**config.mk**
```make
export PLATFORM = sky130hd
export DESIGN_NAME = polygon_area_perimeter_top
export DESIGN_NICKNAME = d
export VERILOG_FILES = /design/src/hw/rtl/pap_pkg.sv /design/src/hw/rtl/polygon_area_perimeter_top.sv
export SDC_FILE = /design/constraint.sdc
export NUM_CORES = 2
export LEC_CHECK = 0
export ABC_CLOCK_PERIOD_IN_PS = 25200
export BUFFER_PORTS_ARGS = -buffer_cell sky130_fd_sc_hd__buf_2
export CAP_MARGIN = 10
export CORE_UTILIZATION = 55
export DETAILED_ROUTE_END_ITERATION = 8
export MAX_ROUTING_LAYER = met4
export PLACE_DENSITY_LB_ADDON = 0.25
export SETUP_SLACK_MARGIN = 0.3
export SLEW_MARGIN = 10
export SYNTH_ARGS = -nofsm -noshare
export SYNTH_HDL_FRONTEND = slang
export SYNTH_SLANG_ARGS = --single-unit
```
**constraint.sdc**
```tcl
create_clock -name clk -period 25.2 [get_ports clk]
set_clock_uncertainty 0.05 [all_clocks]
set_input_delay 2.52 -clock clk [delete_from_list [all_inputs] [get_ports clk]]
set_output_delay 2.52 -clock clk [all_outputs]
set_load 0.02 [all_outputs]
```
**src/hw/rtl/pap_pkg.sv**
```systemverilog
package pap_pkg;

    // Field widths.
    localparam int COORD_W  = 24;
    localparam int RADIUS_W = 24;
    localparam int AREA_W   = 63;
    localparam int LEN_W    = 40;
    localparam int CNT_W    = 16;
    localparam int CROSS_W  = 64;

    // Datapath widths derived from the coordinate width.
    localparam int DIFF_W   = COORD_W + 1;
    localparam int PROD_W   = 2 * DIFF_W;
    localparam int DSQ_W    = PROD_W;
    localparam int ROOT_W   = DSQ_W / 2;
    localparam int REM_W    = ROOT_W + 2;
    localparam int SQ_CNT_W = $clog2(ROOT_W);

    // A polygon needs this many vertices before it can be closed.
    localparam logic [CNT_W-1:0] MIN_VERTS = CNT_W'(3);

    typedef enum logic [1:0] {
        ACT_ADD    = 2'd0,
        ACT_FINISH = 2'd1,
        ACT_CANCEL = 2'd2
    } action_t;

    typedef enum logic [3:0] {
        ST_IDLE,
        ST_CK_DX,
        ST_CK_DY,
        ST_CK_R,
        ST_CK_CMP,
        ST_M_DX,
        ST_M_DY,
        ST_M_C1,
        ST_M_C2,
        ST_SQ_INIT,
        ST_SQRT,
        ST_ACC,
        ST_EMIT
    } state_t;

    typedef struct packed {
        logic [1:0]                action;
        logic signed [COORD_W-1:0] x;
        logic signed [COORD_W-1:0] y;
    } item_t;

    typedef struct packed {
        logic [AREA_W-1:0] area;
        logic [LEN_W-1:0]  perimeter;
        logic [CNT_W-1:0]  vertex_count;
        logic              overflow;
    } result_t;

endpackage

```
**src/hw/rtl/polygon_area_perimeter_top.sv**
```systemverilog
// Polygon area and perimeter meter.
// Input channel (item_valid/item_ready/item) carries one action per beat: add a
// vertex, finish the polygon or cancel it. Coordinates are signed Q12.12.
// Result channel (result_valid/result_ready/result) carries one beat per closed
// polygon: area (Q39.24), perimeter (Q28.12), vertex count and overflow flag.
// cfg_wr_en/cfg_wr_data write close_radius; write it only while idle.
// The first vertex, cancel and a short finish are taken without leaving idle. Every
// other edge goes through one shared 25x25 multiplier and a one-bit-per-cycle
// square root, after the closing radius test when that runs first. The result
// beat of a closed polygon is registered once its closing edge is folded into
// the sums. item_ready is low while a vertex is being processed.
// Reset clears the polygon state, close_radius and the result valid flag, not the payload.
// If the receiver stalls, the finished result waits in the output register;
// new vertices are still taken, and only a second result waits for the first.
module polygon_area_perimeter_top (
    input  logic                            clk,
    input  logic                            rst_n,
    input  logic                            item_valid,
    output logic                            item_ready,
    input  pap_pkg::item_t                  item,
    output logic                            result_valid,
    input  logic                            result_ready,
    output pap_pkg::result_t                result,
    input  logic                            cfg_wr_en,
    input  logic [pap_pkg::RADIUS_W-1:0]    cfg_wr_data
);

    pap_pkg::state_t state_reg, state_next;

    logic [pap_pkg::RADIUS_W-1:0]       radius_reg;
    logic signed [pap_pkg::COORD_W-1:0] first_x_reg, first_y_reg;
    logic signed [pap_pkg::COORD_W-1:0] prev_x_reg, prev_y_reg;
    logic signed [pap_pkg::COORD_W-1:0] vx_reg, vy_reg;
    logic [pap_pkg::CNT_W-1:0]          count_reg;
    logic signed [pap_pkg::CROSS_W-1:0] cross_sum_reg;
    logic [pap_pkg::LEN_W-1:0]          length_sum_reg;
    logic                               sat_reg;
    logic                               close_reg;

    logic signed [pap_pkg::PROD_W-1:0]  prod_reg;
    logic [pap_pkg::DSQ_W-1:0]          dsq_reg;
    logic signed [pap_pkg::PROD_W-1:0]  edge_c_reg;
    logic [pap_pkg::DSQ_W-1:0]          sq_src_reg;
    logic [pap_pkg::REM_W-1:0]          rem_reg;
    logic [pap_pkg::ROOT_W-1:0]         root_reg;
    logic [pap_pkg::SQ_CNT_W-1:0]       sq_cnt_reg;

    logic                               out_valid_reg;
    pap_pkg::result_t                   out_reg;

    logic signed [pap_pkg::DIFF_W-1:0]  op_a, op_b;
    logic signed [pap_pkg::PROD_W-1:0]  mul_full;
    logic signed [pap_pkg::COORD_W-1:0] bx, by;
    logic signed [pap_pkg::DIFF_W-1:0]  edge_dx, edge_dy, chk_dx, chk_dy;
    logic                               accept;
    logic                               emit_fire;
    logic                               sq_last;
    logic [pap_pkg::REM_W-1:0]          rem_shift, trial;
    logic                               fits;
    logic signed [pap_pkg::CROSS_W:0]   cross_wide;
    logic [pap_pkg::LEN_W:0]            len_wide;
    logic [pap_pkg::CROSS_W-1:0]        cross_abs;
    logic                               cross_ovf;
    logic                               len_ovf;
    logic                               count_ovf;

    assign accept    = item_valid && item_ready;
    assign emit_fire = (state_reg == pap_pkg::ST_EMIT) && (!out_valid_reg || result_ready);
    assign sq_last   = (sq_cnt_reg == pap_pkg::SQ_CNT_W'(pap_pkg::ROOT_W - 1));

    // The far end of the edge is either the new vertex or the first vertex.
    assign bx = close_reg ? first_x_reg : vx_reg;
    assign by = close_reg ? first_y_reg : vy_reg;

    // Coordinate differences, one bit wider than the coordinates.
    assign edge_dx = {prev_x_reg[pap_pkg::COORD_W-1], prev_x_reg}
                   - {bx[pap_pkg::COORD_W-1], bx};
    assign edge_dy = {prev_y_reg[pap_pkg::COORD_W-1], prev_y_reg}
                   - {by[pap_pkg::COORD_W-1], by};
    assign chk_dx  = {first_x_reg[pap_pkg::COORD_W-1], first_x_reg}
                   - {vx_reg[pap_pkg::COORD_W-1], vx_reg};
    assign chk_dy  = {first_y_reg[pap_pkg::COORD_W-1], first_y_reg}
                   - {vy_reg[pap_pkg::COORD_W-1], vy_reg};

    // The shared signed multiplier; its product is always registered.
    assign mul_full = op_a * op_b;

    // One square root step: bring down two bits and try to subtract.
    assign rem_shift = {rem_reg[pap_pkg::REM_W-3:0], sq_src_reg[pap_pkg::DSQ_W-1 -: 2]};
    assign trial     = {root_reg, 2'b01};
    assign fits      = (rem_shift >= trial);

    // Wide sums used for saturation checks.
    assign cross_wide = {cross_sum_reg[pap_pkg::CROSS_W-1], cross_sum_reg}
                      + (pap_pkg::CROSS_W + 1)'(edge_c_reg);
    assign len_wide   = {1'b0, length_sum_reg} + (pap_pkg::LEN_W + 1)'(root_reg);

    // Saturation conditions for the sums and the vertex count.
    assign cross_ovf = (cross_wide[pap_pkg::CROSS_W] != cross_wide[pap_pkg::CROSS_W-1]);
    assign len_ovf   = len_wide[pap_pkg::LEN_W];
    assign count_ovf = !close_reg && (count_reg == '1);

    // Magnitude of the cross sum for the area.
    assign cross_abs = cross_sum_reg[pap_pkg::CROSS_W-1]
                     ? pap_pkg::CROSS_W'(-cross_sum_reg)
                     : pap_pkg::CROSS_W'(cross_sum_reg);

    // Next state of the sequencer.
    always_comb
    begin
        state_next = state_reg;
        unique case (state_reg)
            pap_pkg::ST_IDLE:
            begin
                if (item_valid)
                begin
                    unique case (item.action)
                        pap_pkg::ACT_ADD:
                        begin
                            if (count_reg == '0)
                                state_next = pap_pkg::ST_IDLE;
                            else if (count_reg >= pap_pkg::MIN_VERTS && radius_reg != '0)
                                state_next = pap_pkg::ST_CK_DX;
                            else
                                state_next = pap_pkg::ST_M_DX;
                        end
                        pap_pkg::ACT_FINISH:
                        begin
                            if (count_reg >= pap_pkg::MIN_VERTS)
                                state_next = pap_pkg::ST_M_DX;
                        end
                        default:
                            state_next = pap_pkg::ST_IDLE;
                    endcase
                end
            end
            pap_pkg::ST_CK_DX:   state_next = pap_pkg::ST_CK_DY;
            pap_pkg::ST_CK_DY:   state_next = pap_pkg::ST_CK_R;
            pap_pkg::ST_CK_R:    state_next = pap_pkg::ST_CK_CMP;
            pap_pkg::ST_CK_CMP:  state_next = pap_pkg::ST_M_DX;
            pap_pkg::ST_M_DX:    state_next = pap_pkg::ST_M_DY;
            pap_pkg::ST_M_DY:    state_next = pap_pkg::ST_M_C1;
            pap_pkg::ST_M_C1:    state_next = pap_pkg::ST_M_C2;
            pap_pkg::ST_M_C2:    state_next = pap_pkg::ST_SQ_INIT;
            pap_pkg::ST_SQ_INIT: state_next = pap_pkg::ST_SQRT;
            pap_pkg::ST_SQRT:
            begin
                if (sq_last)
                    state_next = pap_pkg::ST_ACC;
            end
            pap_pkg::ST_ACC:
                state_next = close_reg ? pap_pkg::ST_EMIT : pap_pkg::ST_IDLE;
            pap_pkg::ST_EMIT:
            begin
                if (emit_fire)
                    state_next = pap_pkg::ST_IDLE;
            end
            default:
                state_next = pap_pkg::ST_IDLE;
        endcase
    end

    // Sequencer outputs: ready and multiplier operand selection.
    always_comb
    begin
        item_ready = (state_reg == pap_pkg::ST_IDLE);
        op_a       = '0;
        op_b       = '0;
        unique case (state_reg)
            pap_pkg::ST_CK_DX:
            begin
                op_a = chk_dx;
                op_b = chk_dx;
            end
            pap_pkg::ST_CK_DY:
            begin
                op_a = chk_dy;
                op_b = chk_dy;
            end
            pap_pkg::ST_CK_R:
            begin
                op_a = {1'b0, radius_reg};
                op_b = {1'b0, radius_reg};
            end
            pap_pkg::ST_M_DX:
            begin
                op_a = edge_dx;
                op_b = edge_dx;
            end
            pap_pkg::ST_M_DY:
            begin
                op_a = edge_dy;
                op_b = edge_dy;
            end
            pap_pkg::ST_M_C1:
            begin
                op_a = {prev_x_reg[pap_pkg::COORD_W-1], prev_x_reg};
                op_b = {by[pap_pkg::COORD_W-1], by};
            end
            pap_pkg::ST_M_C2:
            begin
                op_a = {bx[pap_pkg::COORD_W-1], bx};
                op_b = {prev_y_reg[pap_pkg::COORD_W-1], prev_y_reg};
            end
            default:
            begin
                op_a = '0;
                op_b = '0;
            end
        endcase
    end

    // Sequencer state and configuration register.
    always_ff @(posedge clk or negedge rst_n)
    begin
        if (!rst_n)
        begin
            state_reg  <= pap_pkg::ST_IDLE;
            radius_reg <= '0;
        end
        else
        begin
            state_reg <= state_next;
            if (cfg_wr_en)
                radius_reg <= cfg_wr_data;
        end
    end

    // Polygon state: first and previous vertex, count, sums and flags.
    always_ff @(posedge clk or negedge rst_n)
    begin
        if (!rst_n)
        begin
            first_x_reg    <= '0;
            first_y_reg    <= '0;
            prev_x_reg     <= '0;
            prev_y_reg     <= '0;
            count_reg      <= '0;
            cross_sum_reg  <= '0;
            length_sum_reg <= '0;
            sat_reg        <= 1'b0;
            close_reg      <= 1'b0;
        end
        else
        begin
            if (accept)
            begin
                unique case (item.action)
                    pap_pkg::ACT_ADD:
                    begin
                        close_reg <= 1'b0;
                        if (count_reg == '0)
                        begin
                            first_x_reg <= item.x;
                            first_y_reg <= item.y;
                            prev_x_reg  <= item.x;
                            prev_y_reg  <= item.y;
                            count_reg   <= pap_pkg::CNT_W'(1);
                        end
                    end
                    pap_pkg::ACT_FINISH:
                        close_reg <= 1'b1;
                    pap_pkg::ACT_CANCEL:
                    begin
                        first_x_reg    <= '0;
                        first_y_reg    <= '0;
                        prev_x_reg     <= '0;
                        prev_y_reg     <= '0;
                        count_reg      <= '0;
                        cross_sum_reg  <= '0;
                        length_sum_reg <= '0;
                        sat_reg        <= 1'b0;
                    end
                    default:
                    begin
                    end
                endcase
            end

            // A vertex strictly inside the radius closes the polygon instead.
            if (state_reg == pap_pkg::ST_CK_CMP && dsq_reg < $unsigned(prod_reg))
                close_reg <= 1'b1;

            // Fold the finished edge into both sums with saturation.
            if (state_reg == pap_pkg::ST_ACC)
            begin
                if (cross_ovf)
                begin
                    cross_sum_reg <= cross_wide[pap_pkg::CROSS_W]
                        ? {1'b1, {(pap_pkg::CROSS_W-1){1'b0}}}
                        : {1'b0, {(pap_pkg::CROSS_W-1){1'b1}}};
                end
                else
                begin
                    cross_sum_reg <= cross_wide[pap_pkg::CROSS_W-1:0];
                end

                if (len_ovf)
                    length_sum_reg <= '1;
                else
                    length_sum_reg <= len_wide[pap_pkg::LEN_W-1:0];

                if (cross_ovf || len_ovf || count_ovf)
                    sat_reg <= 1'b1;

                if (!close_reg)
                begin
                    prev_x_reg <= vx_reg;
                    prev_y_reg <= vy_reg;
                    if (count_reg != '1)
                        count_reg <= count_reg + pap_pkg::CNT_W'(1);
                end
            end

            // The result has been handed over, start a fresh polygon.
            if (emit_fire)
            begin
                first_x_reg    <= '0;
                first_y_reg    <= '0;
                prev_x_reg     <= '0;
                prev_y_reg     <= '0;
                count_reg      <= '0;
                cross_sum_reg  <= '0;
                length_sum_reg <= '0;
                sat_reg        <= 1'b0;
                close_reg      <= 1'b0;
            end
        end
    end

    // Arithmetic working registers: product, squared distance, cross term, root.
    always_ff @(posedge clk)
    begin
        prod_reg <= mul_full;

        if (accept)
        begin
            vx_reg <= item.x;
            vy_reg <= item.y;
        end

        unique case (state_reg)
            pap_pkg::ST_CK_DY, pap_pkg::ST_M_DY:
                dsq_reg <= $unsigned(prod_reg);
            pap_pkg::ST_CK_R, pap_pkg::ST_M_C1:
                dsq_reg <= dsq_reg + $unsigned(prod_reg);
            pap_pkg::ST_M_C2:
                edge_c_reg <= prod_reg;
            pap_pkg::ST_SQ_INIT:
            begin
                edge_c_reg <= edge_c_reg - prod_reg;
                sq_src_reg <= dsq_reg;
                rem_reg    <= '0;
                root_reg   <= '0;
                sq_cnt_reg <= '0;
            end
            pap_pkg::ST_SQRT:
            begin
                rem_reg    <= fits ? rem_shift - trial : rem_shift;
                root_reg   <= {root_reg[pap_pkg::ROOT_W-2:0], fits};
                sq_src_reg <= {sq_src_reg[pap_pkg::DSQ_W-3:0], 2'b00};
                sq_cnt_reg <= sq_cnt_reg + pap_pkg::SQ_CNT_W'(1);
            end
            default:
            begin
            end
        endcase
    end

    // Output register: valid flag.
    always_ff @(posedge clk or negedge rst_n)
    begin
        if (!rst_n)
            out_valid_reg <= 1'b0;
        else if (emit_fire)
            out_valid_reg <= 1'b1;
        else if (result_ready)
            out_valid_reg <= 1'b0;
    end

    // Output register: payload.
    always_ff @(posedge clk)
    begin
        if (emit_fire)
        begin
            out_reg.area         <= cross_abs[pap_pkg::CROSS_W-1:1];
            out_reg.perimeter    <= length_sum_reg;
            out_reg.vertex_count <= count_reg;
            out_reg.overflow     <= sat_reg;
        end
    end

    assign result_valid = out_valid_reg;
    assign result       = out_reg;

endmodule

```
==> After elaboration in Yosys (flattened, before gate mapping) <==
Cells that the tools add are included.
{ "op_classes": {"reduce_logical": 30, "mux": 70, "order_cmp": 3, "n_eq_ne": 23, "mul": 1, "addsub": 12} }
{ "op_table": {"columns": ["cell", "n"], "rows": [
  ["2-to-1 mux 24 bit", 18],
  ["2-to-1 mux 64 bit", 6],
  ["case mux 25 bit (7 select lines)", 2],
  ["case mux 50 bit (2 select lines)", 3],
  ["2-to-1 mux 40 bit", 5],
  ["case mux 24 bit (2 select lines)", 4],
  ["case mux 25 bit (2 select lines)", 2],
  ["subtractor 24 x 24 -> 25 bit", 4],
  ["2-to-1 mux 16 bit", 6],
  ["adder 64 x 50 -> 65 bit", 1],
  ["negator 64 bit", 1],
  ["2-to-1 mux 63 bit", 1],
  ["case mux 4 bit (13 select lines)", 1],
  ["adder 50 bit", 1],
  ["< comparator 50 bit", 1],
  ["multiplier 25 x 25 -> 50 bit", 1],
  ["subtractor 50 bit", 1],
  ["adder 40 x 25 -> 41 bit", 1],
  ["case mux 16 bit (2 select lines)", 1],
  ["greater-or-equal comparator 27 bit", 1],
  ["2-to-1 mux 25 bit", 1],
  ["subtractor 25 bit", 1],
  ["nonzero test 24 bit", 1],
  ["equality test 4 bit (second input constant)", 5],
  ["other kinds (33)", 70]
]} }
{ "totals": {"reg_bits": 670, "input_bits": 79, "wordCells": 165, "output_inout_bits": 122} }

==> Logic depth before layout (Yosys ltp) <==
{ "logic_depth": {"word_depth": 8, "ltp_mapped": 47} }

==> Worst setup path before layout <==
No wires, ideal clock.
{ "synth_timing": {"path_kind": "register -> register", "from": "register close_reg", "to": "register prod_reg[49] (netlist name)", "t_arrival_ns": 11.012, "setup_ns": 0.072, "synth_period_minus_slack_ns": 11.134, "slack_ns": 14.066, "stages_incl_launch_ff": 44, "t_required_ns": 25.078, "path_cell_list": "dfrtp_1 -> buf_1 -> clkbuf_1 -> nand2_1 -> o21ai_0 -> inv_1 -> ha_1 -> nor2b_1 -> o21ai_0 -> nand2b_1 -> a2111o_1 -> a221o_1 -> a31o_2 -> a21oi_1 -> o21bai_1 -> xor2_1 -> a2111oi_0 -> o211ai_1 -> [... 8 more ...] -> inv_1 -> fa_1 -> fa_1 -> fa_1 -> ha_1 -> a21o_1 -> a21o_1 -> a21o_1 -> a31o_2 -> a221oi_1 -> nor2b_1 -> a311oi_1 -> nor3_1 -> a41o_1 -> a221oi_1 -> o21ai_0 -> a21oi_1 -> xnor2_1"} }
{ "synth_between": {"elab_chain_len": 4} }
{ "synth_rtl": {"columns": ["item", "line_no", "text"], "rows": [
  ["from (decl)", "polygon_area_perimeter_top.sv:38", "logic close_reg;"],
  ["from (signal assigned)", "polygon_area_perimeter_top.sv:242", "close_reg <= 1'b0;"],
  ["from (signal assigned)", "polygon_area_perimeter_top.sv:251", "close_reg <= 1'b0;"],
  ["from (signal assigned)", "polygon_area_perimeter_top.sv:262", "close_reg <= 1'b1;"],
  ["2-to-1 mux 24 bit (on tied branches)", "polygon_area_perimeter_top.sv:73, polygon_area_perimeter_top.sv:72", null],
  ["subtractor 24 x 24 -> 25 bit (on tied branches)", "polygon_area_perimeter_top.sv:79, polygon_area_perimeter_top.sv:77", null],
  ["case mux 25 bit (7 select lines)", "polygon_area_perimeter_top.sv:169", "unique case (state_reg)"],
  ["multiplier 25 x 25 -> 50 bit *", "polygon_area_perimeter_top.sv:86", "assign mul_full = op_a * op_b;"],
  ["net mul_full, one bit", "polygon_area_perimeter_top.sv:52", "logic signed [pap_pkg::PROD_W-1:0] mul_full;"],
  ["to (signal assigned)", "polygon_area_perimeter_top.sv:334", "prod_reg <= mul_full;"],
  ["to (decl)", "polygon_area_perimeter_top.sv:40", "logic signed [pap_pkg::PROD_W-1:0] prod_reg;"]
]} }
Mark *: on every way through the listed nets, which the timed path passes. The rest lies on a longest branch.
A chain may end at the register's enable or synchronous reset.

==> Worst setup path after layout <==
Same ends and word-level chain as after synthesis.

==> results.yml <==
worst_setup_path:
  path_max_fanout: 41
  critical-path-max-stage-delay_ns: 0.76
  crit_cells: 40
  start_kind: "flop"
  r2r_cells: 40
  crit_required_ns: 25.76
  crit_family: "compound AO/OA/AOI/OAI gates"
  worstSetupPathType: "flop to flop"
  endpoint_kind: "flop"
  worstPathArrival_ns: 13.94
  crit_top_cell: "fa_1"
  cp.buffers_inverters: 6
  slowest_stage: "a2111oi_0"
synth:
  synth_top_area_share_pct: 19.9
  synth_common_cells: "1002 x nand2_1, 943 x inv_1, 666 x fa_1, 510 x ha_1, 507 x nor2_1"
  synth_area_um2: 67000
  synth_top_area_cell: "fa_1"
  synth-main-ff-cell: "edfxtp_1"
  syn_avg_cell_area_um2: 9.16
  synth_edf_count: 373
  synth.area.top_cells: "fa_1 20%, edfxtp_1 17%, ha_1 9.5%"
  ys_warn_count: 0
  synth_cell_types: 84
  synth-async-reset-ratio_pct: 36.9
  ys_seq_elements: 670
  synth_nets: 8571
  synth-seq-area-share_pct: 27.4
  synth_cells: 7316
  yosysMostFrequentCell: "nand2_1"
clocking:
  hold_buffers: 0
  clock_latency_ns: 0.70
  cts_inserted_buffers: 79
  path_clk_slew_ns: 0.07
  cts.sinks: 670
  cts_tree: "yes"
  clock_path_buffers: 3
  post-cts-setup-buffers: 0
  cts_root_buf: "clkbuf_16"
  ctsResizeCount: 0
  cts-htree-levels: 3
floorplanning:
  die_h_um: 351
  die_area_um2: 123000
  die_x_um: 351
  core_area_um2: 120000
  rows: 127
  io_pins: 201
  start_util_pct: 55.7
detailed_routing:
  wirelength_mm: 185
  drcViolationCount: 0
  post_drt_wl_per_cell_um: 20.3
  vias: 53400
  dr.pass1.iters: 6
  routed_via_density: 5.88
  drtIter0Drc: 4356
  postRouteAntennaNets: 0
sta:
  tightest_slew_ns: 1.30
  fin_crit_sh_pct: 53.1
  finalCriticalPeriod_ns: 13.38
  setup_tns_ns: 0
  rsz0062_at_grt: "false"
  slew_headroom_pct: 13.3
  max_freq_mhz: 74.8
  drv_slew: 0
  setup_viol: 0
  hold_viol: 0
cells_and_area:
  largest_register_ffs: 120
  multi_input_comb_area_um2: 44200
  post-route-util_pct: 60.2
  nFillCells: 10500
  area_growth_pct: 8.25
  nets: 8652
  regArea_um2: 18400
  drive_above_1_share_pct: 6.97
run_status:
  outcome: "finished clean"
placement:
  gp_congestion: 0.959
  hpwl_mm: 140
  io_buffer_count: 200
global_routing:
  antenna_found_initial: 3
  track_usage_pct: 31.6
  grt_pass1_wl_mm: 297
  grt-ovfl-total: 0
  grt_pass1_vias: 54200
  grt_max_degree: 153
worst_hold_path:
  min_path_type: "flop to flop"
  hold_depth: 0
run:
  drv_cap: 0
[logic make-up after synthesis]
family / Yosys count / synth area share (%)
simple gates: 2131 / 14.2
buf+inv: 1238 / 6.93
flops: 670 / 27.4
mux: 86 / 1.34
compound gates: 1621 / 15.5
fa+ha+maj: 1176 / 29.4
xor+xnor: 394 / 5.15
[worst paths after layout]
path                                    start                  to  slack [ns]
max                                 close_reg        prod_reg[49]       11.82
min                        length_sum_reg[10]          result[27]        0.43
max reg2reg                         close_reg        prod_reg[49]       11.82
min reg2reg                length_sum_reg[10]          result[27]        0.43
max in group asynchronous               rst_n      prev_x_reg[22]       21.81
min in group asynchronous               rst_n  length_sum_reg[13]        1.77
[layout by cell type (no fill, tap or decap), types with 49 or more instances in the layout]
| master | instances |
|---|---|
| mux2i_1 | 57 |
| a21oi_1 | 360 |
| dfxtp_1 | 50 |
| buf_4 | 94 |
| edfxtp_1 | 373 |
| a211oi_1 | 77 |
| a21o_1 | 161 |
| nor2_1 | 498 |
| xnor2_1 | 271 |
| a22o_1 | 49 |
| ha_1 | 510 |
| o21bai_1 | 61 |
| fa_1 | 666 |
| nor2b_1 | 67 |
| inv_1 | 942 |
| and2_1 | 117 |
| o21a_1 | 54 |
| o21ai_0 | 465 |
| nand4_1 | 62 |
| buf_2 | 199 |
| nand3_1 | 77 |
| clkbuf_16 | 80 |
| nor3_1 | 67 |
| a221oi_1 | 73 |
| nand2b_1 | 60 |
| dfrtp_1 | 245 |
| xor2_1 | 122 |
| a31oi_1 | 54 |
| nand2_1 | 999 |
[metal layers]
metal | GRT usage, % | vias to the layer above | part of all wire, %
met1 | 40.6 | 26200 | 42
li1 | - | 24900 | -
met2 | 50.6 | 1919 | 47
met3 | 3.88 | 421 | 6.4
met4 | 13.1 | 0 | 4.6
met5 | - | - | 0
[layout make-up]
type	instances	area share [%]
multi-input combinational	5408	60.9
tap	1612	2.78
clock inverter	39	0.645
timing repair buffer	295	2.39
clock buffer	109	3.07
sequential	670	25.3
inverter	943	4.88
antenna	3	0.0103
[through the flow]
step | instances | hold slack (ns) | worst slack (ns) | instance area, µm²
floorplan | 7316 | 0.375 | 14.07 | 67000
global placement | 8928 | 0.417 | 12.32 | 69900
detailed placement | 8928 | 0.418 | 12.11 | 69900
CTS | 9076 | 0.427 | 12.06 | 72600
global route | 9079 | 0.449 | 11.29 | 72600
finish | 9079 | 0.431 | 11.82 | 72600
Power is left out: the tool's default activity adds up to more than one toggle a clock period on the data nets, which glitch-free logic cannot reach.
